## src/hdl/r2fft_pkg.sv

```systemverilog
// shared constants, command/status types and twiddle table builder of the frame fft
package r2fft_pkg;

  localparam int unsigned POINTS       = 1024;
  localparam int unsigned SAMPLE_BITS  = 16;
  localparam int unsigned TWIDDLE_BITS = 18;

  localparam int unsigned LOG_POINTS = $clog2(POINTS);
  localparam int unsigned BIN_BITS   = SAMPLE_BITS + LOG_POINTS;
  localparam int unsigned FRAC_BITS  = TWIDDLE_BITS - 1;
  localparam int unsigned HALF       = POINTS / 2;
  localparam int unsigned QUARTER    = POINTS / 4;
  localparam int unsigned ADDR_W     = LOG_POINTS;
  localparam int unsigned TI_W       = LOG_POINTS - 1;
  localparam int unsigned STAGE_W    = $clog2(LOG_POINTS);
  localparam int unsigned PROD_W     = BIN_BITS + TWIDDLE_BITS;
  localparam int unsigned SUM_W      = PROD_W + 1;

  localparam int unsigned IN_W      = ((2 * SAMPLE_BITS + 7) / 8) * 8;
  localparam int unsigned OUT_BITS  = 2 * BIN_BITS + LOG_POINTS;
  localparam int unsigned OUT_W     = ((OUT_BITS + 7) / 8) * 8;

  localparam logic [63:0] PI4_Q30 = 64'd843314857;

  // commands from the sequencer to the datapath
  typedef struct packed {
    logic              ld_we;
    logic [ADDR_W-1:0] ld_addr;
    logic              emit_rd;
    logic [ADDR_W-1:0] emit_addr;
    logic              cp_rd;
    logic [ADDR_W-1:0] cp_addr;
    logic              bf_issue;
    logic [ADDR_W-1:0] bf_e;
    logic [ADDR_W-1:0] bf_o;
    logic [TI_W-1:0]   bf_ti;
  } cmd_t;

  typedef struct packed {
    logic out_busy;
  } stat_t;

  typedef logic [HALF-1:0][2*TWIDDLE_BITS-1:0] tw_rom_t;

  function automatic logic [63:0] sin_q30(input logic [63:0] x);
    logic [63:0] x2;
    logic [63:0] term;
    logic [63:0] sum;
    x2   = (x * x) >> 30;
    term = x;
    sum  = x;
    term = ((term * x2) >> 30) / 64'd6;   sum = sum - term;
    term = ((term * x2) >> 30) / 64'd20;  sum = sum + term;
    term = ((term * x2) >> 30) / 64'd42;  sum = sum - term;
    term = ((term * x2) >> 30) / 64'd72;  sum = sum + term;
    term = ((term * x2) >> 30) / 64'd110; sum = sum - term;
    term = ((term * x2) >> 30) / 64'd156; sum = sum + term;
    term = ((term * x2) >> 30) / 64'd210; sum = sum - term;
    return sum;
  endfunction

  function automatic logic [63:0] cos_q30(input logic [63:0] x);
    logic [63:0] x2;
    logic [63:0] term;
    logic [63:0] sum;
    x2   = (x * x) >> 30;
    term = 64'd1 << 30;
    sum  = 64'd1 << 30;
    term = ((term * x2) >> 30) / 64'd2;   sum = sum - term;
    term = ((term * x2) >> 30) / 64'd12;  sum = sum + term;
    term = ((term * x2) >> 30) / 64'd30;  sum = sum - term;
    term = ((term * x2) >> 30) / 64'd56;  sum = sum + term;
    term = ((term * x2) >> 30) / 64'd90;  sum = sum - term;
    term = ((term * x2) >> 30) / 64'd132; sum = sum + term;
    term = ((term * x2) >> 30) / 64'd182; sum = sum - term;
    return sum;
  endfunction

  function automatic logic [TWIDDLE_BITS-1:0] round_twiddle(input logic [63:0] v,
                                                            input logic neg);
    logic [63:0] r;
    logic [63:0] top;
    r   = (v + (64'd1 << (29 - FRAC_BITS))) >> (30 - FRAC_BITS);
    top = (64'd1 << FRAC_BITS) - 64'd1;
    if (r > top) begin
      r = top;
    end
    if (neg) begin
      r = 64'd0 - r;
    end
    return r[TWIDDLE_BITS-1:0];
  endfunction

  // entry j: {imag, real} of exp(-2*pi*i*j/POINTS)
  function automatic tw_rom_t build_rom();
    tw_rom_t     rom;
    logic [63:0] t;
    logic [63:0] oct;
    logic [63:0] r;
    logic [63:0] u;
    logic [63:0] x;
    logic [63:0] cm;
    logic [63:0] sm;
    logic [63:0] c;
    logic [63:0] s;
    for (int unsigned j = 0; j < HALF; j++) begin
      t   = 64'd8 * 64'(j);
      oct = t / POINTS;
      r   = t % POINTS;
      u   = oct[0] ? (64'(POINTS) - r) : r;
      x   = (PI4_Q30 * u) / POINTS;
      cm  = cos_q30(x);
      sm  = sin_q30(x);
      if (oct == 64'd0 || oct == 64'd3) begin
        c = cm;
        s = sm;
      end else begin
        c = sm;
        s = cm;
      end
      rom[j] = {round_twiddle(s, 1'b1), round_twiddle(c, oct >= 64'd2)};
    end
    return rom;
  endfunction

endpackage

```

## src/hdl/r2fft_ctrl.sv

```systemverilog
// sequencer of the frame fft: load handshake, copy pass, butterfly stages
module r2fft_ctrl (
  input  logic              clk_i,
  input  logic              rst_ni,
  input  logic              s_valid_i,
  output logic              s_ready_o,
  input  r2fft_pkg::stat_t  stat_i,
  output r2fft_pkg::cmd_t   cmd_o
);

  typedef enum logic [3:0] {
    ST_LOAD  = 4'b0001,
    ST_COPY  = 4'b0010,
    ST_BFLY  = 4'b0100,
    ST_DRAIN = 4'b1000
  } state_e;

  localparam logic [r2fft_pkg::STAGE_W-1:0] LAST_STAGE =
    r2fft_pkg::STAGE_W'(r2fft_pkg::LOG_POINTS - 1);

  state_e                             state_q, state_d;
  logic [r2fft_pkg::ADDR_W-1:0]       load_cnt_q, load_cnt_d;
  logic                               done_q, done_d;
  logic [r2fft_pkg::ADDR_W:0]         cp_cnt_q, cp_cnt_d;
  logic [r2fft_pkg::TI_W-1:0]         bf_cnt_q, bf_cnt_d;
  logic [r2fft_pkg::STAGE_W-1:0]      stage_q, stage_d;
  logic                               phase_q, phase_d;
  logic [1:0]                         drain_q, drain_d;

  logic                               accept;
  logic [r2fft_pkg::TI_W-1:0]         kmask;
  logic [r2fft_pkg::ADDR_W-1:0]       e_addr;
  logic [r2fft_pkg::ADDR_W-1:0]       half_bit;

  assign s_ready_o = (state_q == ST_LOAD) && !stat_i.out_busy;
  assign accept    = s_valid_i && s_ready_o;

  // butterfly j of stage s: a zero bit goes in at position s
  assign kmask    = ~({r2fft_pkg::TI_W{1'b1}} << stage_q);
  assign half_bit = r2fft_pkg::ADDR_W'(1) << stage_q;
  assign e_addr   = ({1'b0, bf_cnt_q & ~kmask} << 1) | {1'b0, bf_cnt_q & kmask};

  always_comb begin
    cmd_o           = '0;
    cmd_o.ld_we     = accept;
    cmd_o.ld_addr   = load_cnt_q;
    cmd_o.emit_rd   = accept && done_q;
    cmd_o.emit_addr = load_cnt_q;
    cmd_o.cp_rd     = (state_q == ST_COPY) && !cp_cnt_q[r2fft_pkg::ADDR_W];
    cmd_o.cp_addr   = cp_cnt_q[r2fft_pkg::ADDR_W-1:0];
    cmd_o.bf_issue  = (state_q == ST_BFLY) && !phase_q;
    cmd_o.bf_e      = e_addr;
    cmd_o.bf_o      = e_addr | half_bit;
    cmd_o.bf_ti     = (bf_cnt_q & kmask) << (LAST_STAGE - stage_q);
  end

  always_comb begin
    state_d    = state_q;
    load_cnt_d = load_cnt_q;
    done_d     = done_q;
    cp_cnt_d   = cp_cnt_q;
    bf_cnt_d   = bf_cnt_q;
    stage_d    = stage_q;
    phase_d    = phase_q;
    drain_d    = drain_q;
    case (state_q)
      ST_LOAD: begin
        if (accept) begin
          load_cnt_d = load_cnt_q + 1'b1;
          if (load_cnt_q == {r2fft_pkg::ADDR_W{1'b1}}) begin
            state_d  = ST_COPY;
            cp_cnt_d = '0;
          end
        end
      end
      ST_COPY: begin
        cp_cnt_d = cp_cnt_q + 1'b1;
        if (cp_cnt_q[r2fft_pkg::ADDR_W]) begin
          state_d  = ST_BFLY;
          stage_d  = '0;
          bf_cnt_d = '0;
          phase_d  = 1'b0;
        end
      end
      ST_BFLY: begin
        phase_d = !phase_q;
        if (!phase_q) begin
          bf_cnt_d = bf_cnt_q + 1'b1;
          if (bf_cnt_q == {r2fft_pkg::TI_W{1'b1}}) begin
            state_d = ST_DRAIN;
            drain_d = '0;
            phase_d = 1'b0;
          end
        end
      end
      ST_DRAIN: begin
        drain_d = drain_q + 1'b1;
        if (drain_q == 2'd3) begin
          if (stage_q == LAST_STAGE) begin
            state_d = ST_LOAD;
            done_d  = 1'b1;
          end else begin
            state_d  = ST_BFLY;
            stage_d  = stage_q + 1'b1;
            bf_cnt_d = '0;
          end
        end
      end
      default: begin
        state_d = ST_LOAD;
      end
    endcase
  end

  always_ff @(posedge clk_i or negedge rst_ni) begin
    if (!rst_ni) begin
      state_q    <= ST_LOAD;
      load_cnt_q <= '0;
      done_q     <= 1'b0;
      cp_cnt_q   <= '0;
      bf_cnt_q   <= '0;
      stage_q    <= '0;
      phase_q    <= 1'b0;
      drain_q    <= '0;
    end else begin
      state_q    <= state_d;
      load_cnt_q <= load_cnt_d;
      done_q     <= done_d;
      cp_cnt_q   <= cp_cnt_d;
      bf_cnt_q   <= bf_cnt_d;
      stage_q    <= stage_d;
      phase_q    <= phase_d;
      drain_q    <= drain_d;
    end
  end

endmodule

```

## config.mk

```make
export PLATFORM = sky130hd
export DESIGN_NAME = r2fft_ctrl
export DESIGN_NICKNAME = d
export VERILOG_FILES = /design/src/hdl/r2fft_pkg.sv /design/src/hdl/r2fft_ctrl.sv
export SDC_FILE = /design/constraint.sdc
export NUM_CORES = 1
export LEC_CHECK = 0
export ABC_AREA = 1
export BUFFER_PORTS_ARGS = -buffer_cell sky130_fd_sc_hd__buf_2
export CAP_MARGIN = 20
export CORE_MARGIN = 2
export CORE_UTILIZATION = 50
export DETAILED_ROUTE_END_ITERATION = 6
export PLACE_DENSITY_LB_ADDON = 0.08
export SLEW_MARGIN = 20
export SYNTH_ARGS = -nofsm -noshare
export SYNTH_HDL_FRONTEND = slang
export SYNTH_SLANG_ARGS = --single-unit
export TNS_END_PERCENT = 50
```

## constraint.sdc

```tcl
create_clock -name clk_i -period 2.3 [get_ports clk_i]
set_clock_uncertainty 0.2 [all_clocks]
set_input_delay 0.23 -clock clk_i [delete_from_list [all_inputs] [get_ports clk_i]]
set_output_delay 0.23 -clock clk_i [all_outputs]
set_load 0.02 [all_outputs]
```

# Yosys cells after proc, flatten, opt, wreduce, memory -nomap -nowiden
# Cells that the tools add are included.
word_totals:
  wordCells: 86
  regBits: 42
  memories: 0
  input_bits: 4
  latch_bits: 0
  mem_bits_ro: 0
  output_inout_bits: 64
  mem_bits_rw: 0
op_classes:
  n_addsub: 6
  div: 0
  muxes: 27
  bitwise: 6
  shift: 3
  order_cmp: 0
  mul: 0
  reduce_logical: 21
  n_eq_ne: 15
ops:
  columns: ["op", "n"]
  rows:
  - ["two-way mux 4 bit", 9]
  - ["two-way mux 9 bit", 4]
  - ["case mux 9 bit (3 select lines)", 1]
  - ["two-way mux 11 bit", 2]
  - ["case mux 11 bit (2 select lines)", 1]
  - ["bitwise AND 9 bit", 2]
  - ["NOT 9 bit", 2]
  - ["case mux 4 bit (4 select lines)", 1]
  - ["adder 11 x 1 -> 11 bit (second input constant)", 1]
  - ["adder 10 x 1 -> 10 bit (second input constant)", 1]
  - ["== test 10 bit (second input constant)", 1]
  - ["inequality test 2 bit (second input constant)", 5]
  - ["bitwise OR 10 bit", 1]
  - ["bitwise OR 10 x 9 -> 10 bit", 1]
  - ["left shift 1 x 4 -> 10 bit (first input constant)", 1]
  - ["adder 9 x 1 -> 9 bit (second input constant)", 1]
  - ["== test 9 bit (second input constant)", 1]
  - ["AND reduction 3 bit", 3]
  - ["left shift 9 x 4 -> 9 bit", 1]
  - ["left shift 9 x 4 -> 9 bit (first input constant)", 1]
  - ["== test 4 bit (second input constant)", 2]
  - ["case mux 4 bit (2 select lines)", 1]
  - ["nonzero test 2 bit", 4]
  - ["AND reduction 6 bit", 1]
  - ["19 further kinds", 30]

# Logic depth before layout (Yosys ltp)
depth:
  depth_word: 6
  ltp_mapped: 11
  depth_no_buf: 11

# Worst setup path after synthesis
# OpenSTA, ideal clock, no wires.
synth_timing:
  path_type: "register to output"
  from: "register stage_q[1] (netlist bit)"
  to: "output port cmd_o[14] (netlist bit)"
  arrival_time_ns: 2.230
  required_time_ns: 1.870
  path_slack_ns: -0.360
  stages_incl_launch_ff: 10
  path_cell_list: "dfrtp_1 buf_2 inv_1 clkbuf_1 ha_1 inv_1 nand2_1 nand2_1 o21ai_0 a31o_2"
synth_lines:
  columns: ["element", "line_no", "source"]
  rows:
  - ["start, declared", "r2fft_ctrl.sv:26", "logic [r2fft_pkg::STAGE_W-1:0] stage_q, stage_d;"]
  - ["start signal, assigned", "r2fft_ctrl.sv:131", "stage_q <= stage_d;"]
  - ["end, declared", "r2fft_ctrl.sv:8", "output r2fft_pkg::cmd_t cmd_o"]

==> impl_metrics.ini <==
[grt]
antenna_found_initial = 0
grt_pass1_vias = 2743
grt_usage = 0.218
grt_first_pass_wirelength_mm = 12.9
grt_max_degree = 43
globalRouteOverflowTotal = 0

[timing]
setup_viol = 0
finalHoldViolations = 0
max_freq_ghz = 0.445
tightest_slew_ns = 0.546
slew_headroom = 0.636
period_share = 0.976
grt_setup_unrepaired = true
whs_ns = 0.143
report.final.slew_viol_count = 0
fin_crit_ns = 2.25

[yosys]
synth_seq_cells = 42
syn_inst = 488
avgSynthCellArea_um2 = 6.78
synthesis.area_um2 = 3310
synth_fp_nets = 508
yosysUniqueCellTypes = 34
synth-seq-area-share = 0.318
yosysWarnings = 0

[setup_path]
cp-end-kind = output pin
required_ns = 1.87
worstPathCellList = inv_2 > ha_4 > ha_4 > inv_2 > nor2_4 > inv_4 > a21oi_2 > nand2_1 > nand2_2 > buf_6
worst_setup_path_start_kind = register
cp_max_fo = 5
cp_data_arrival_time_ns = 1.82
criticalPathCategory = reg -> out
cp_slowest_cell = dfrtp_1
max_stage_delay_ns = 0.38

[power]
p_switching_mw = 0.552
leakagePower_nw = 2.30
intPower_mw = 1.10
ir_worst_vdd_mv = 0.688
seqPwrFrac = 0.513
p_clk_frac = 0.294
swShare = 0.334
comb_power_share = 0.192
p_per_area_nw_per_um2 = 418

[detailed_routing]
wl_mm = 8.08
num_vias = 3255
firstDrtPassIters = 4
wl_per_cell_um = 12.7
drtIter0Drc = 162
antenna_left = 0
drcViolationCount = 0
routed_via_density = 5.13

[cells_and_area]
final_layout_size_suffix_gt1_frac = 0.257
nFillCells = 613
syn_to_final_growth_pct = 19.4
nets = 576
final_util = 0.618
ff_latch_area_um2 = 1050
multi_input_area_um2 = 1930
n_antenna_cell = 0

[clock_network]
cts_root_buf = clkbuf_8
clock_latency_ns = 0.30
htree_levels = 2
cts.sinks = 42
cts_tree = built
cts_made_buffers = 5
path_clk_slew_ns = 0.09
clockBufferDepth = 2

[floorplan]
rows = 29
dieArea_um2 = 7280
die_h_um = 85.3
die_w_um = 85.3
start_util = 0.518
boundaryPins = 68
coreArea_um2 = 6390

[min_path]
min_path_type = in -> reg

[status]
status = finished, final reports clean

[place]
globalplace.congestion = 0.935
dp_hpwl_mm = 5.90
io_buffers = 67

[flow_run]
maxCapViolCount = 0
==> cells by family after synthesis <==
group,share of synthesized area
AND/OR/NAND/NOR,0.381
buffers and inverters,0.131
AO/OA/AOI/OAI,0.0882
flip-flops,0.318
adder cells (fa/ha/maj),0.0605
XOR/XNOR,0.0212
==> Yosys cell counts <==
master    instances  area, um2
nand2_1         144        541
nor3_1            2       10.0
a21boi_0          1       7.51
buf_6             1       11.3
dfrtp_1          41       1030
a31o_2            1       8.76
o21ai_0          25        125
nand3_2           3       30.0
a21o_1            3       22.5
nand2_4           1       11.3
a21oi_1           7       35.0
nor2_2            4       25.0
nand4_1           5       31.3
inv_1            57        214
nand3b_2          1       11.3
clkinv_1          1       3.75
buf_2             5       25.0
o31ai_1           1       7.51
dfstp_2           1       26.3
a31oi_1           1       6.26
o22ai_1           3       18.8
nand3_1          62        310
buf_4            23        173
nor2_4            4       45.0
xor2_1            5       43.8
o211ai_1          2       15.0
or2_2             2       12.5
xnor2_1           3       26.3
nand3b_1          6       45.0
nand2_2           1       6.26
o21bai_1          6       45.0
nor2_1           48        180
clkbuf_1          2       7.51
ha_1             16        200
==> worst paths after layout <==
| check | from | to | slack (ns) | depth (start not counted) |
|---|---|---|---|---|
| min in group asynchronous | rst_ni | cp_cnt_q[4] | 0.32 | 3 |
| max reg2reg | load_cnt_q[0] | cp_cnt_q[1] | 0.38 | 7 |
| min reg2reg | done_q | done_q | 0.26 | 2 |
| max in group asynchronous | rst_ni | bf_cnt_q[5] | 1.20 | 3 |
| min | s_valid_i | load_cnt_q[1] | 0.14 | 4 |
| max | stage_q[1] | cmd_o[7] | 0.05 | 10 |
==> metrics by stage <==
stage	setup slack, ns	power, mW	std cells	instance area (um2)	TNS, ns
floorplan	-0.0509	1.11	488	3340	-0.166
global placement	0.298	1.18	615	3650	0
detailed placement	0.216	1.18	615	3650	0
CTS	-0.0218	1.67	624	3770	-0.0218
global route	-0.0509	1.72	634	3950	-0.0900
finish	0.0546	1.65	634	3950	0
==> routing by layer <==
metal | track usage | share of wire
met5 | 0 | 0
met1 | 0.322 | 0.50
met4 | 0.0519 | 0.011
met2 | 0.339 | 0.45
met3 | 0.0292 | 0.042
==> registers in the layout (all words and copies together) (netlist names) <==
name        cells
cp_cnt_q       11
load_cnt_q     10
done_q          1
stage_q         4
state_q         4
bf_cnt_q        9
phase_q         1
drain_q         2
==> worst max-delay path: cells and delay by family (launching register included) <==
family,cells,cell delay (ns)
compound gates,1,0.10
flops,1,0.38
buf+inv,4,0.30
fa+ha+maj,2,0.44
simple gates,3,0.31
==> placed cells by master (no fill, tap or decap), drive strengths merged <==
master,n
a21boi,1
a21o,3
a21oi,7
a31o,1
a31oi,1
buf,91
clkbuf,6
clkinv,3
dfrtp,41
dfstp,1
dlygate4sd3,1
ha,16
inv,57
nand2,146
nand3,65
nand3b,7
nand4,5
nor2,56
nor3,2
o211ai,2
o21ai,25
o21bai,6
o22ai,3
o31ai,1
or2,2
xnor2,3
xor2,5
==> repair_timing <==
item                       in CTS  in global routing
hold buffers                    1                  0
pin swaps                       1                  4
setup endpoints to repair       5                 14
hold endpoints to repair       41                  0
gates resized for setup         6                 32
setup buffers                   0                 10
==> final cells by class <==
type | count | share of cell area
multi-input combinational | 357 | 0.488
inverter | 58 | 0.0558
clock buffer | 6 | 0.0184
tap | 77 | 0.0244
sequential | 42 | 0.267
clock inverter | 2 | 0.00349
timing repair buffer | 92 | 0.143
==> power by group through the flow <==
stage                     logic (mW)  clock network (mW)  registers [mW]
after floorplan                0.206                   0           0.905
after global placement         0.317                   0           0.859
after detailed placement       0.320                   0           0.861
after CTS                      0.323               0.500           0.847
after global routing           0.347               0.522           0.855
final                          0.318               0.486           0.847
Power figures use the tool's default switching activity.
